==> src/rtl/fqmtb_pkg.sv <==
// Shared types and codes for the move-to-back queue.
`default_nettype none

package fqmtb_pkg;

  localparam int unsigned CMD_W = 2;
  localparam int unsigned KEY_W = 32;
  localparam int unsigned ST_W  = 2;
  localparam int unsigned OCC_W = 5;

  localparam logic [CMD_W-1:0] CMD_APPEND  = 2'd0;
  localparam logic [CMD_W-1:0] CMD_ADMIT   = 2'd1;
  localparam logic [CMD_W-1:0] CMD_REQUEUE = 2'd2;

  localparam logic [ST_W-1:0] ST_OK        = 2'd0;
  localparam logic [ST_W-1:0] ST_EMPTY     = 2'd1;
  localparam logic [ST_W-1:0] ST_NOT_FOUND = 2'd2;
  localparam logic [ST_W-1:0] ST_FULL      = 2'd3;

  typedef struct packed {
    logic [CMD_W-1:0] command;
    logic [KEY_W-1:0] item_key;
  } in_t;

  typedef struct packed {
    logic [ST_W-1:0]  status;
    logic [KEY_W-1:0] served_key;
    logic [OCC_W-1:0] occupancy;
  } out_t;

  typedef struct packed {
    logic            capture;
    logic            append_wr;
    logic            admit_rd;
    logic            admit_pop;
    logic            scan_start;
    logic            scan_step;
    logic            scan_check;
    logic            shift_wr;
    logic            tail_wr;
    logic            res_set;
    logic [ST_W-1:0] res_status;
    logic            out_load;
  } ctl_cmd_t;

  typedef struct packed {
    logic [CMD_W-1:0] command;
    logic             empty;
    logic             full;
    logic             match;
    logic             found;
    logic             last;
  } dp_stat_t;

endpackage

`default_nettype wire

==> src/rtl/fifo_queue_move_to_back_core.sv <==
// Top level of the ordered queue with append, admit and move-to-back.
//
// Requests enter on in_valid_i / in_ready_o with in_data_i (command and
// item_key); each request gives exactly one result on out_valid_o /
// out_ready_i with out_data_o (status, served_key, occupancy).
// Entries live in a ring memory of DEPTH words addressed from a head
// pointer, so append and admit touch a single word.
// One request is worked on at a time. Append, unused codes, and admit or
// requeue on an empty queue are settled in the execute state; otherwise
// admit goes on through the admit state, and a requeue scans from the head
// and, if the key is found, writes it in the tail state. Each then waits in
// the response state, and the block returns to idle before the next request
// is taken. A requeue's length is set by the single read port of the ring
// memory: the search reads one entry a cycle from the head, and once the key
// is found each later entry is written back one place nearer the head before
// the key goes to the tail. in_ready_o is high only while no request is in
// progress. A finished result is held in an output register; while the
// receiver stalls, the next result waits in the block and no new request is
// taken. Reset empties the queue at once; the memory itself is not cleared.

`default_nettype none

module fifo_queue_move_to_back_core #(
  parameter int unsigned DEPTH    = 16,
  parameter int unsigned KEY_BITS = 32
) (
  input  wire                   clk_i,
  input  wire                   rst_ni,
  input  wire                   in_valid_i,
  output logic                  in_ready_o,
  input  wire fqmtb_pkg::in_t   in_data_i,
  output logic                  out_valid_o,
  input  wire                   out_ready_i,
  output fqmtb_pkg::out_t       out_data_o
);

  fqmtb_pkg::ctl_cmd_t ctl_cmd;
  fqmtb_pkg::dp_stat_t dp_stat;

  fqmtb_ctrl u_ctrl (
    .clk_i       (clk_i),
    .rst_ni      (rst_ni),
    .in_valid_i  (in_valid_i),
    .in_ready_o  (in_ready_o),
    .out_valid_o (out_valid_o),
    .out_ready_i (out_ready_i),
    .stat_i      (dp_stat),
    .cmd_o       (ctl_cmd)
  );

  fqmtb_datapath #(
    .DEPTH    (DEPTH),
    .KEY_BITS (KEY_BITS)
  ) u_datapath (
    .clk_i      (clk_i),
    .rst_ni     (rst_ni),
    .in_data_i  (in_data_i),
    .ctl_i      (ctl_cmd),
    .stat_o     (dp_stat),
    .out_data_o (out_data_o)
  );

endmodule

`default_nettype wire

==> src/rtl/fqmtb_datapath.sv <==
// Datapath of the move-to-back queue: ring memory, pointers, scan and result register.
`default_nettype none

module fqmtb_datapath #(
  parameter int unsigned DEPTH    = 16,
  parameter int unsigned KEY_BITS = 32
) (
  input  wire                       clk_i,
  input  wire                       rst_ni,
  input  wire fqmtb_pkg::in_t       in_data_i,
  input  wire fqmtb_pkg::ctl_cmd_t  ctl_i,
  output fqmtb_pkg::dp_stat_t       stat_o,
  output fqmtb_pkg::out_t           out_data_o
);

  localparam int unsigned IdxW = $clog2(DEPTH);
  localparam int unsigned CntW = $clog2(DEPTH + 1);
  localparam int unsigned SB   = (KEY_BITS < fqmtb_pkg::KEY_W) ? KEY_BITS : fqmtb_pkg::KEY_W;
  localparam logic [IdxW:0]   DepthWrap = (IdxW + 1)'(DEPTH);
  localparam logic [CntW-1:0] DepthCnt  = CntW'(DEPTH);

  logic [SB-1:0]   mem_q [DEPTH];
  logic [SB-1:0]   rd_data_q;
  logic [IdxW-1:0] head_q, head_d;
  logic [CntW-1:0] count_q, count_d;
  logic [IdxW-1:0] rd_idx_q, rd_idx_d;
  logic            found_q, found_d;
  logic [SB-1:0]   key_q;
  logic [fqmtb_pkg::CMD_W-1:0] cmd_q;
  logic [fqmtb_pkg::ST_W-1:0]  status_q;
  logic [fqmtb_pkg::KEY_W-1:0] served_q;
  fqmtb_pkg::out_t out_q;

  logic            we, re;
  logic [IdxW-1:0] wl, rl, wa, ra;
  logic [SB-1:0]   wd;
  logic [CntW-1:0] rd_pos;
  logic            match;

  // Logical position from the head to a physical slot of the ring.
  function automatic logic [IdxW-1:0] phys(input logic [IdxW-1:0] head,
                                           input logic [IdxW-1:0] lidx);
    logic [IdxW:0] sum;
    sum = {1'b0, head} + {1'b0, lidx};
    if (sum >= DepthWrap) begin
      sum = sum - DepthWrap;
    end
    return sum[IdxW-1:0];
  endfunction

  always_comb begin
    we = 1'b0;
    wl = '0;
    wd = key_q;
    if (ctl_i.append_wr) begin
      we = 1'b1;
      wl = IdxW'(count_q);
    end else if (ctl_i.shift_wr) begin
      // Once the key has been found, every later entry slides one place to the head.
      we = 1'b1;
      wl = rd_idx_q - IdxW'(1);
      wd = rd_data_q;
    end else if (ctl_i.tail_wr) begin
      we = 1'b1;
      wl = IdxW'(count_q - CntW'(1));
    end
    wa = phys(head_q, wl);
  end

  assign re = ctl_i.admit_rd | ctl_i.scan_start | ctl_i.scan_step;
  assign rl = (ctl_i.admit_rd || ctl_i.scan_start) ? '0 : rd_idx_q + IdxW'(1);
  assign ra = phys(head_q, rl);

  always_ff @(posedge clk_i) begin
    if (we) begin
      mem_q[wa] <= wd;
    end
    if (re) begin
      rd_data_q <= mem_q[ra];
    end
  end

  assign match  = (rd_data_q == key_q);
  assign rd_pos = CntW'(rd_idx_q) + CntW'(1);

  always_comb begin
    head_d   = head_q;
    count_d  = count_q;
    rd_idx_d = rd_idx_q;
    found_d  = found_q;
    if (ctl_i.append_wr) begin
      count_d = count_q + CntW'(1);
    end
    if (ctl_i.admit_pop) begin
      head_d  = phys(head_q, IdxW'(1));
      count_d = count_q - CntW'(1);
    end
    if (ctl_i.scan_start) begin
      rd_idx_d = '0;
      found_d  = 1'b0;
    end else if (ctl_i.scan_step) begin
      rd_idx_d = rd_idx_q + IdxW'(1);
    end
    if (ctl_i.scan_check && !found_q && match) begin
      found_d = 1'b1;
    end
  end

  always_ff @(posedge clk_i or negedge rst_ni) begin
    if (!rst_ni) begin
      head_q   <= '0;
      count_q  <= '0;
      rd_idx_q <= '0;
      found_q  <= 1'b0;
    end else begin
      head_q   <= head_d;
      count_q  <= count_d;
      rd_idx_q <= rd_idx_d;
      found_q  <= found_d;
    end
  end

  always_ff @(posedge clk_i) begin
    if (ctl_i.capture) begin
      cmd_q    <= in_data_i.command;
      key_q    <= SB'(in_data_i.item_key);
      served_q <= '0;
    end
    if (ctl_i.admit_pop) begin
      served_q <= fqmtb_pkg::KEY_W'(rd_data_q);
    end
    if (ctl_i.res_set) begin
      status_q <= ctl_i.res_status;
    end
    if (ctl_i.out_load) begin
      out_q.status     <= status_q;
      out_q.served_key <= served_q;
      out_q.occupancy  <= fqmtb_pkg::OCC_W'(count_q);
    end
  end

  assign stat_o.command = cmd_q;
  assign stat_o.empty   = (count_q == '0);
  assign stat_o.full    = (count_q == DepthCnt);
  assign stat_o.match   = match;
  assign stat_o.found   = found_q;
  assign stat_o.last    = (rd_pos == count_q);
  assign out_data_o     = out_q;

  a_count_bound: assert property (@(posedge clk_i) disable iff (!rst_ni)
    count_q <= DepthCnt)
    else $error("occupancy above queue depth");

  a_requeue_keeps_count: assert property (@(posedge clk_i) disable iff (!rst_ni)
    ctl_i.tail_wr |=> $stable(count_q))
    else $error("requeue changed the occupancy");

  a_admit_pops_one: assert property (@(posedge clk_i) disable iff (!rst_ni)
    ctl_i.admit_pop |=> (count_q == $past(count_q) - CntW'(1)))
    else $error("admit did not remove exactly one entry");

endmodule

`default_nettype wire

==> src/rtl/fqmtb_ctrl.sv <==
// Controller state machine of the move-to-back queue.
`default_nettype none

module fqmtb_ctrl (
  input  wire                       clk_i,
  input  wire                       rst_ni,
  input  wire                       in_valid_i,
  output logic                      in_ready_o,
  output logic                      out_valid_o,
  input  wire                       out_ready_i,
  input  wire fqmtb_pkg::dp_stat_t  stat_i,
  output fqmtb_pkg::ctl_cmd_t       cmd_o
);

  typedef enum logic [5:0] {
    S_IDLE  = 6'b000001,
    S_EXEC  = 6'b000010,
    S_ADMIT = 6'b000100,
    S_SCAN  = 6'b001000,
    S_TAIL  = 6'b010000,
    S_RESP  = 6'b100000
  } state_e;

  state_e state_q, state_d;
  logic   out_valid_q, out_valid_d;

  always_comb begin
    state_d = state_q;
    cmd_o   = '0;
    unique case (state_q)
      S_IDLE: begin
        if (in_valid_i) begin
          cmd_o.capture = 1'b1;
          state_d       = S_EXEC;
        end
      end
      S_EXEC: begin
        cmd_o.res_set = 1'b1;
        state_d       = S_RESP;
        case (stat_i.command)
          fqmtb_pkg::CMD_APPEND: begin
            if (stat_i.full) begin
              cmd_o.res_status = fqmtb_pkg::ST_FULL;
            end else begin
              cmd_o.append_wr  = 1'b1;
              cmd_o.res_status = fqmtb_pkg::ST_OK;
            end
          end
          fqmtb_pkg::CMD_ADMIT: begin
            if (stat_i.empty) begin
              cmd_o.res_status = fqmtb_pkg::ST_EMPTY;
            end else begin
              cmd_o.admit_rd = 1'b1;
              cmd_o.res_set  = 1'b0;
              state_d        = S_ADMIT;
            end
          end
          fqmtb_pkg::CMD_REQUEUE: begin
            if (stat_i.empty) begin
              cmd_o.res_status = fqmtb_pkg::ST_NOT_FOUND;
            end else begin
              cmd_o.scan_start = 1'b1;
              cmd_o.res_set    = 1'b0;
              state_d          = S_SCAN;
            end
          end
          default: begin
            cmd_o.res_status = fqmtb_pkg::ST_OK;
          end
        endcase
      end
      S_ADMIT: begin
        cmd_o.admit_pop  = 1'b1;
        cmd_o.res_set    = 1'b1;
        cmd_o.res_status = fqmtb_pkg::ST_OK;
        state_d          = S_RESP;
      end
      S_SCAN: begin
        cmd_o.scan_check = 1'b1;
        cmd_o.shift_wr   = stat_i.found;
        if (stat_i.last) begin
          if (stat_i.found || stat_i.match) begin
            state_d = S_TAIL;
          end else begin
            cmd_o.res_set    = 1'b1;
            cmd_o.res_status = fqmtb_pkg::ST_NOT_FOUND;
            state_d          = S_RESP;
          end
        end else begin
          cmd_o.scan_step = 1'b1;
        end
      end
      S_TAIL: begin
        cmd_o.tail_wr    = 1'b1;
        cmd_o.res_set    = 1'b1;
        cmd_o.res_status = fqmtb_pkg::ST_OK;
        state_d          = S_RESP;
      end
      S_RESP: begin
        // The result register is free once the previous result has been taken.
        if (!out_valid_q || out_ready_i) begin
          cmd_o.out_load = 1'b1;
          state_d        = S_IDLE;
        end
      end
      default: begin
        state_d = S_IDLE;
      end
    endcase
  end

  always_comb begin
    out_valid_d = out_valid_q;
    if (out_ready_i) begin
      out_valid_d = 1'b0;
    end
    if (cmd_o.out_load) begin
      out_valid_d = 1'b1;
    end
  end

  always_ff @(posedge clk_i or negedge rst_ni) begin
    if (!rst_ni) begin
      state_q     <= S_IDLE;
      out_valid_q <= 1'b0;
    end else begin
      state_q     <= state_d;
      out_valid_q <= out_valid_d;
    end
  end

  assign in_ready_o  = (state_q == S_IDLE);
  assign out_valid_o = out_valid_q;

  a_result_from_resp: assert property (@(posedge clk_i) disable iff (!rst_ni)
    $rose(out_valid_q) |-> $past(state_q == S_RESP))
    else $error("result raised outside the response state");

  a_scan_ends: assert property (@(posedge clk_i) disable iff (!rst_ni)
    (state_q == S_SCAN && stat_i.last) |=> (state_q != S_SCAN))
    else $error("scan ran past the tail of the queue");

endmodule

`default_nettype wire

==> config.mk <==
export PLATFORM = sky130hd
export DESIGN_NAME = fifo_queue_move_to_back_core
export DESIGN_NICKNAME = d
export VERILOG_FILES = /design/src/rtl/fqmtb_pkg.sv /design/src/rtl/fifo_queue_move_to_back_core.sv /design/src/rtl/fqmtb_datapath.sv /design/src/rtl/fqmtb_ctrl.sv
export SDC_FILE = /design/constraint.sdc
export NUM_CORES = 1
export LEC_CHECK = 0
export BUFFER_PORTS_ARGS = -buffer_cell sky130_fd_sc_hd__buf_2
export CORE_ASPECT_RATIO = 1.75
export CORE_MARGIN = 10
export CORE_UTILIZATION = 60
export DETAILED_ROUTE_END_ITERATION = 10
export PLACE_DENSITY = 0.77
export SLEW_MARGIN = 5
export SYNTH_ARGS = -nofsm -noshare
export SYNTH_HDL_FRONTEND = slang
export SYNTH_SLANG_ARGS = --single-unit
==> constraint.sdc <==
create_clock -name clk_i -period 8.6 [get_ports clk_i]
set_input_delay 2.58 -clock clk_i [delete_from_list [all_inputs] [get_ports clk_i]]
set_output_delay 2.58 -clock clk_i [all_outputs]
set_load 0.005 [all_outputs]
### Word level (Yosys, flattened, before mapping)

Memory sizes are Yosys's and may differ from the RTL's. A register that Yosys moved wholly into a read port is not among the register bits.
Index checks and enable logic that the tools add are counted.

* add/sub/neg operators: 11
* magnitude comparators: 3
* eq/ne operators: 14
* mux-type cells: 56
* bitwise operators: 2
* reduce and logical (&&, ||, !) cells: 17

Operator list (number)
* two-way mux 32 bit: 4
* two-way mux 4 bit: 9
* two-way mux 6 bit: 6
* equality test 32 bit: 1
* one-hot mux 6 bit (5 select lines): 1
* two-way mux 1 bit: 25
* subtractor 4 x 1 -> 4 bit (second input constant): 4
* >= comparator 5 bit (second input constant): 3
* one-hot mux 6 bit (2 select lines): 1
* adder 4 x 1 -> 5 bit (second input constant): 2
* adder 4 x 4 -> 5 bit: 2
* two-way mux 5 bit: 2
* nonzero test 2 bit: 5
* two-way mux 3 bit: 3
* one-hot mux 3 bit (3 select lines): 1
* equality test 6 x 1 -> 1 bit (second input constant): 1
* equality test 6 x 2 -> 1 bit (second input constant): 1
* equality test 6 x 3 -> 1 bit (second input constant): 1
* equality test 6 x 4 -> 1 bit (second input constant): 1
* equality test 6 x 5 -> 1 bit (second input constant): 1
* equality test 6 bit (second input constant): 1
* two-way mux 2 bit: 3
* one-hot mux 2 bit (3 select lines): 1
* adder 5 x 1 -> 5 bit (second input constant): 1
* other kinds (16): 23

* register bits after elaboration: 128
* memory bits (writable): 512
* input bits: 38
* output and inout port bits: 41
* word-level logic and storage cells: 117
* memories: 1

Memories
* u_datapath.mem_q: words 16, width 32, rd ports 1, clocked after Yosys merged registers in 1, wr ports 1, line fqmtb_datapath.sv:22 `logic [SB-1:0] mem_q [DEPTH];`

### Longest topological paths before layout

* depth in word-level cells: 9
* mapped depth: 14
* depth with buffers taken out: 13

### Modules after synthesis

Synthesis repeated with hierarchy kept, for this count alone.

* cells, all modules: 1298
* area, all modules: 26422.8 sq um

By module, submodules not included
* fqmtb_datapath: instances 1, cells an instance 1236, area an instance 25867.3 sq um, seq. area each 19899.1 sq um
* fqmtb_ctrl: instances 1, cells an instance 62, area an instance 555.5 sq um, seq. area each 176.4 sq um

### Least setup slack after synthesis

OpenSTA, ideal clock, no wires.

* kind: reg-to-reg
* from: reg u_datapath.count_q[0]
* to: mem u_datapath.mem_q[0][0] (netlist bit) (enable)
* setup time: 0.502 ns
* arrival: 6.323 ns
* required time: 8.098 ns
* setup slack: 1.776 ns
* stages on the path, launching flop included: 15
* buffers on the path: 1
* period minus slack after synthesis: 6.824 ns
* cells stage by stage: dfrtp_1 -> inv_1 -> ha_1 -> or3b_1 -> o2111ai_2 -> o21ai_0 -> a21oi_1 -> o21ai_0 -> ha_1 -> and3_1 -> o21ai_0 -> nand2_1 -> and3_1 -> buf_2 -> nor4_1

* cells in the longest elaborated chain, start to end: 8
* elaborated cells on any way between the ends: 15
* those cells by class: add/sub: 3; order compare: 1; eq/ne: 1; mux: 10

Ends and longest elaborated chain
* from (decl): line fqmtb_datapath.sv:25 `logic [CntW-1:0] count_q, count_d;`
* from (signal assigned): line fqmtb_datapath.sv:117 `count_q <= count_d;`
* parallel branches: the longest is 8 deep, another holds subtractor 5 x 1 -> 5 bit
* to (decl): line fqmtb_datapath.sv:22

Parallel ways; which one is timed is not known.

### Worst setup path in the final report

* from: reg u_ctrl.state_q[5]
* to: mem u_datapath.mem_q[6][9] (netlist bit) (enable)

* cells in the longest elaborated chain, start to end: 8
* elaborated cells on any way between the ends: 18
* those cells by class: add/sub: 2; order compare: 1; eq/ne: 3; mux: 12

Ends and longest elaborated chain
* from (decl): line fqmtb_ctrl.sv:24 `state_e state_q, state_d;`
* from (signal assigned): line fqmtb_ctrl.sv:127 `state_q <= state_d;`
* equality test 6 x 5 -> 1 bit: line fqmtb_ctrl.sv:30 `unique case (state_q)`
* two-way mux 1 bit: line fqmtb_ctrl.sv:30
* two-way mux 4 bit: line fqmtb_datapath.sv:63 `end else if (ctl_i.tail_wr) begin`
* two-way mux 4 bit: line fqmtb_datapath.sv:58 `end else if (ctl_i.shift_wr) begin`
* two-way mux 4 bit: line fqmtb_datapath.sv:55 `if (ctl_i.append_wr) begin`
* adder 4 x 4 -> 5 bit: line fqmtb_datapath.sv:44 `sum = {1'b0, head} + {1'b0, lidx};`
* subtractor 4 x 1 -> 4 bit or >= comparator 5 bit (tied branches): line fqmtb_datapath.sv:46, fqmtb_datapath.sv:45
* two-way mux 4 bit: line fqmtb_datapath.sv:45 `if (sum >= DepthWrap) begin`

Parallel ways exist; a longest one is shown, timed or not.

==> results by group <==
Setup path
  – Setup CP Type: flip-flop to flip-flop
  – FF-to-FF path depth: 10
  – Critical Path RT: 8.84 ns
  – RR Startpoint: u_ctrl.state_q[5]$_DFFE_PN0P_
  – Top delay family on crit path: simple AND/OR/NAND/NOR gates
  – Worst setup EP type: flip-flop
  – CP bufs+invs: 1
  – Crit Path Max Fanout: 36
  – Setup slack, reg-to-reg: 2.49 ns
  – Cell Chain, Critical Path: nor4_1 > nand3_2 > o21ai_0 > ha_1 > and3_1 > o21ai_0 > nand2_1 > and3_1 > nor3_2 > buf_4
  – Worst r2r dst: u_datapath.mem_q[6][9]$_DFFE_PP_
  – Arr. time, crit path: 6.35 ns
  – Crit. Startpoint: u_ctrl.state_q[5]$_DFFE_PN0P_
  – CP max stage delay: 1.06 ns
  – Crit-path slowest cell: nor3_2
  – Setup crit start kind: flip-flop
  – Critical path depth: 10

Layout
  – Commonest non-fill, non-tap cell in the layout: edfxtp_1
  – Layout cells sized above 1: 0.241
  – Ant diodes: 0
  – Nets: 1,493
  – Commonest cells after routing, fill and taps aside: 651 x edfxtp_1, 128 x mux4_2, 110 x nand2_1
  – Area grow syn2layout: 12.5%
  – Cell Count, Final, Fillers Out: 2,048

Floorplan
  – Die H: 298 um
  – Initial core utilization: 0.609
  – Die X: 179 um
  – Die Footprint: 53,400 sq um
  – IO Pins: 79
  – Rows: 101
  – Placeable Area: 43,600 sq um

Timing
  – Clk_skew: 0.0195 ns
  – Fin. Hold Viols: 0
  – Headroom to the max-slew limit: 0.133
  – Pins over their slew limit: 0
  – Worst hold slack: 0.420 ns
  – Period Utilization, post-route: 0.710
  – Final worst slack: 2.49 ns
  – Setup violations, final: 0
  – Worst-margin pin slew: 1.29 ns
  – Unrepaired setup endpoints after global routing: false
  – Setup TNS: 0 ns
  – Fmax: 0.164 GHz
  – Minimum clock period: 6.11 ns

Logic synthesis
  – Mean Syn Cell Area: 20.0 sq um
  – Primary FF master, synth: edfxtp_1
  – Sequential share of the synthesized area: 0.756
  – Synth Instances: 1,331
  – Synth cell types: 61
  – Post-synth net total: 1,387
  – Number of synthesized flops with an enable pin: 651
  – Post-Syn Area: 26,600 sq um
  – Synth warnings: 0
  – Synth Register Bits: 672
  – Async set or reset register ratio after synthesis: 0.0313

Power and ir drop
  – Leak: 9.81 nW
  – Maximum vdd drop: 0.357 mV
  – PwrDens: 312 nW/um^2

Global routing
  – First-pass GRT wire length: 88,900 um
  – Global route overflow: 0
  – Vias in the first global route: 13.8k
  – Initial antenna violation count: 0
  – GRT Resource Usage Total: 0.225
  – Largest net degree at the start of global routing: 90

Placed design
  – DPL Wire Length: 34,100 um
  – Gpl congestion: 0.840
  – Port Buffers: 78
  – Dpl ws: 2.58 ns
  – Placed cell count: 1,945

Min path
  – Hold path start: u_datapath.served_q[2]$_SDFFCE_PN0P_
  – Hold Path Class: flip-flop to flip-flop
  – Worst hold stages: 0
  – WHS Endpoint: u_datapath.out_data_o[7]$_DFFE_PP_

CTS
  – CTS tree: built
  – Longest Clk Path Bufs: 3
  – Clock sinks: 672
  – Worst-skew pair later-pin latency: 0.60 ns
  – Clk slew on worst S/H paths: 0.07 ns
  – Clock root cell: clkbuf_16
  – Setup bufs post-CTS: 0
  – Number of buffers created by CTS: 56
  – # resized after CTS: 0
  – H-tree Lvls: 2
  – Cts hold-fix bufs: 0

Drt
  – DRC marker count from the first detailed-route iteration: 1,452
  – Final ANT Viol Nets: 0
  – Routed via count: 13.2k
  – DRC violations left: 0
  – Mean number of vias per cell: 6.45
  – Routed WL per cell: 28.8 um
  – DRT Pass-1 Iters: 5
  – Total Wirelength: 59,000 um

Status
  – Status: complete, no violations

Run
  – Max-cap violation count: 0
metrics by stage:
| stage | power (W) | cell area [sq um] | utilization |
|---|---|---|---|
| after global routing | 0.00970 | 29900 | 0.685 |
| after floorplan | 0.00594 | 26600 | - |
| after global placement | 0.00652 | 27800 | 0.638 |
| after detailed placement | 0.00658 | 27800 | 0.638 |
| final | 0.00931 | 29900 | 0.685 |
| after CTS | 0.00940 | 29900 | 0.685 |
state kept, by name (all words and copies together), names as in the netlist, 5 cells and up:
signal	count
u_datapath.mem_q	512
u_datapath.out_data_o	39
u_datapath.key_q	32
u_datapath.rd_data_q	32
u_datapath.served_q	32
u_ctrl.state_q	6
u_datapath.count_q	5
layer usage:
layer  GRT usage  part of all wire  vias to the layer above
li1            -                 -                     5546
met1       0.277              0.35                     6905
met2       0.395              0.54                      605
met3      0.0327             0.070                      151
met4      0.0808             0.034                        0
met5           0                 0                        -
logic make-up after synthesis:
family	synth area share
adder cells (fa/ha/maj)	0.00905
buffers and inverters	0.0103
AND/OR/NAND/NOR	0.0447
AO/OA/AOI/OAI	0.0150
flip-flops	0.756
multiplexers	0.147
XOR/XNOR	0.0184
power by group:
group          total, W  internal [W]  switching, W  leakage, nW
combinational   0.00248       0.00119       0.00129         2.64
sequential      0.00402       0.00391      0.000108         6.17
clock           0.00282       0.00168       0.00114         1.00
worst reg2reg max path: stages, from the launching register on:
cell and delay (ns):
dfrtp_1 0.46, nor4_1 0.59, nand3_2 0.94, o21ai_0 0.55
ha_1 0.36, and3_1 0.21, o21ai_0 0.37, nand2_1 0.27
and3_1 0.36, nor3_2 1.07, buf_4 0.56
synth_stat cells (4+ instances only):
cell type / instances / area [sq um]
a21o_1: 4 / 30.0
a21oi_1: 13 / 65.1
and2_1: 32 / 200
and3_1: 8 / 50.1
buf_1: 10 / 37.5
buf_2: 8 / 40.0
clkbuf_1: 37 / 139
dfrtp_1: 20 / 500
edfxtp_1: 651 / 19500
ha_1: 16 / 200
inv_1: 12 / 45.0
mux2i_1: 101 / 1010
mux4_2: 128 / 2880
nand2_1: 110 / 413
nand3_1: 6 / 30.0
nand4_1: 7 / 43.8
nor2_1: 14 / 52.6
nor2b_1: 6 / 37.5
nor3_1: 15 / 75.1
nor4_1: 14 / 87.6
o21ai_0: 12 / 60.1
xnor2_1: 16 / 140
xor2_1: 38 / 333
area by class of cell:
class	count	area, sq um
flip-flops and latches	672	20100
fillers	2706	13700
multi-input cells	591	6390
clock buffers	63	1470
well taps	566	708
clock inverters	40	598
repair buffers	104	598
inverters	12	45.0
how the worst max path moves through the flow:
stage	endpoint
6_report	u_datapath.mem_q[6][9]$_DFFE_PP_
5_1_grt	u_datapath.mem_q[6][9]$_DFFE_PP_
4_1_cts	u_datapath.mem_q[1][8]$_DFFE_PP_
3_5_place_dp	u_datapath.mem_q[1][11]$_DFFE_PP_
3_3_place_gp	u_datapath.mem_q[1][8]$_DFFE_PP_
2_1_floorplan	u_datapath.mem_q[0][0]$_DFFE_PP_
(Power assumes the default switching activity.)
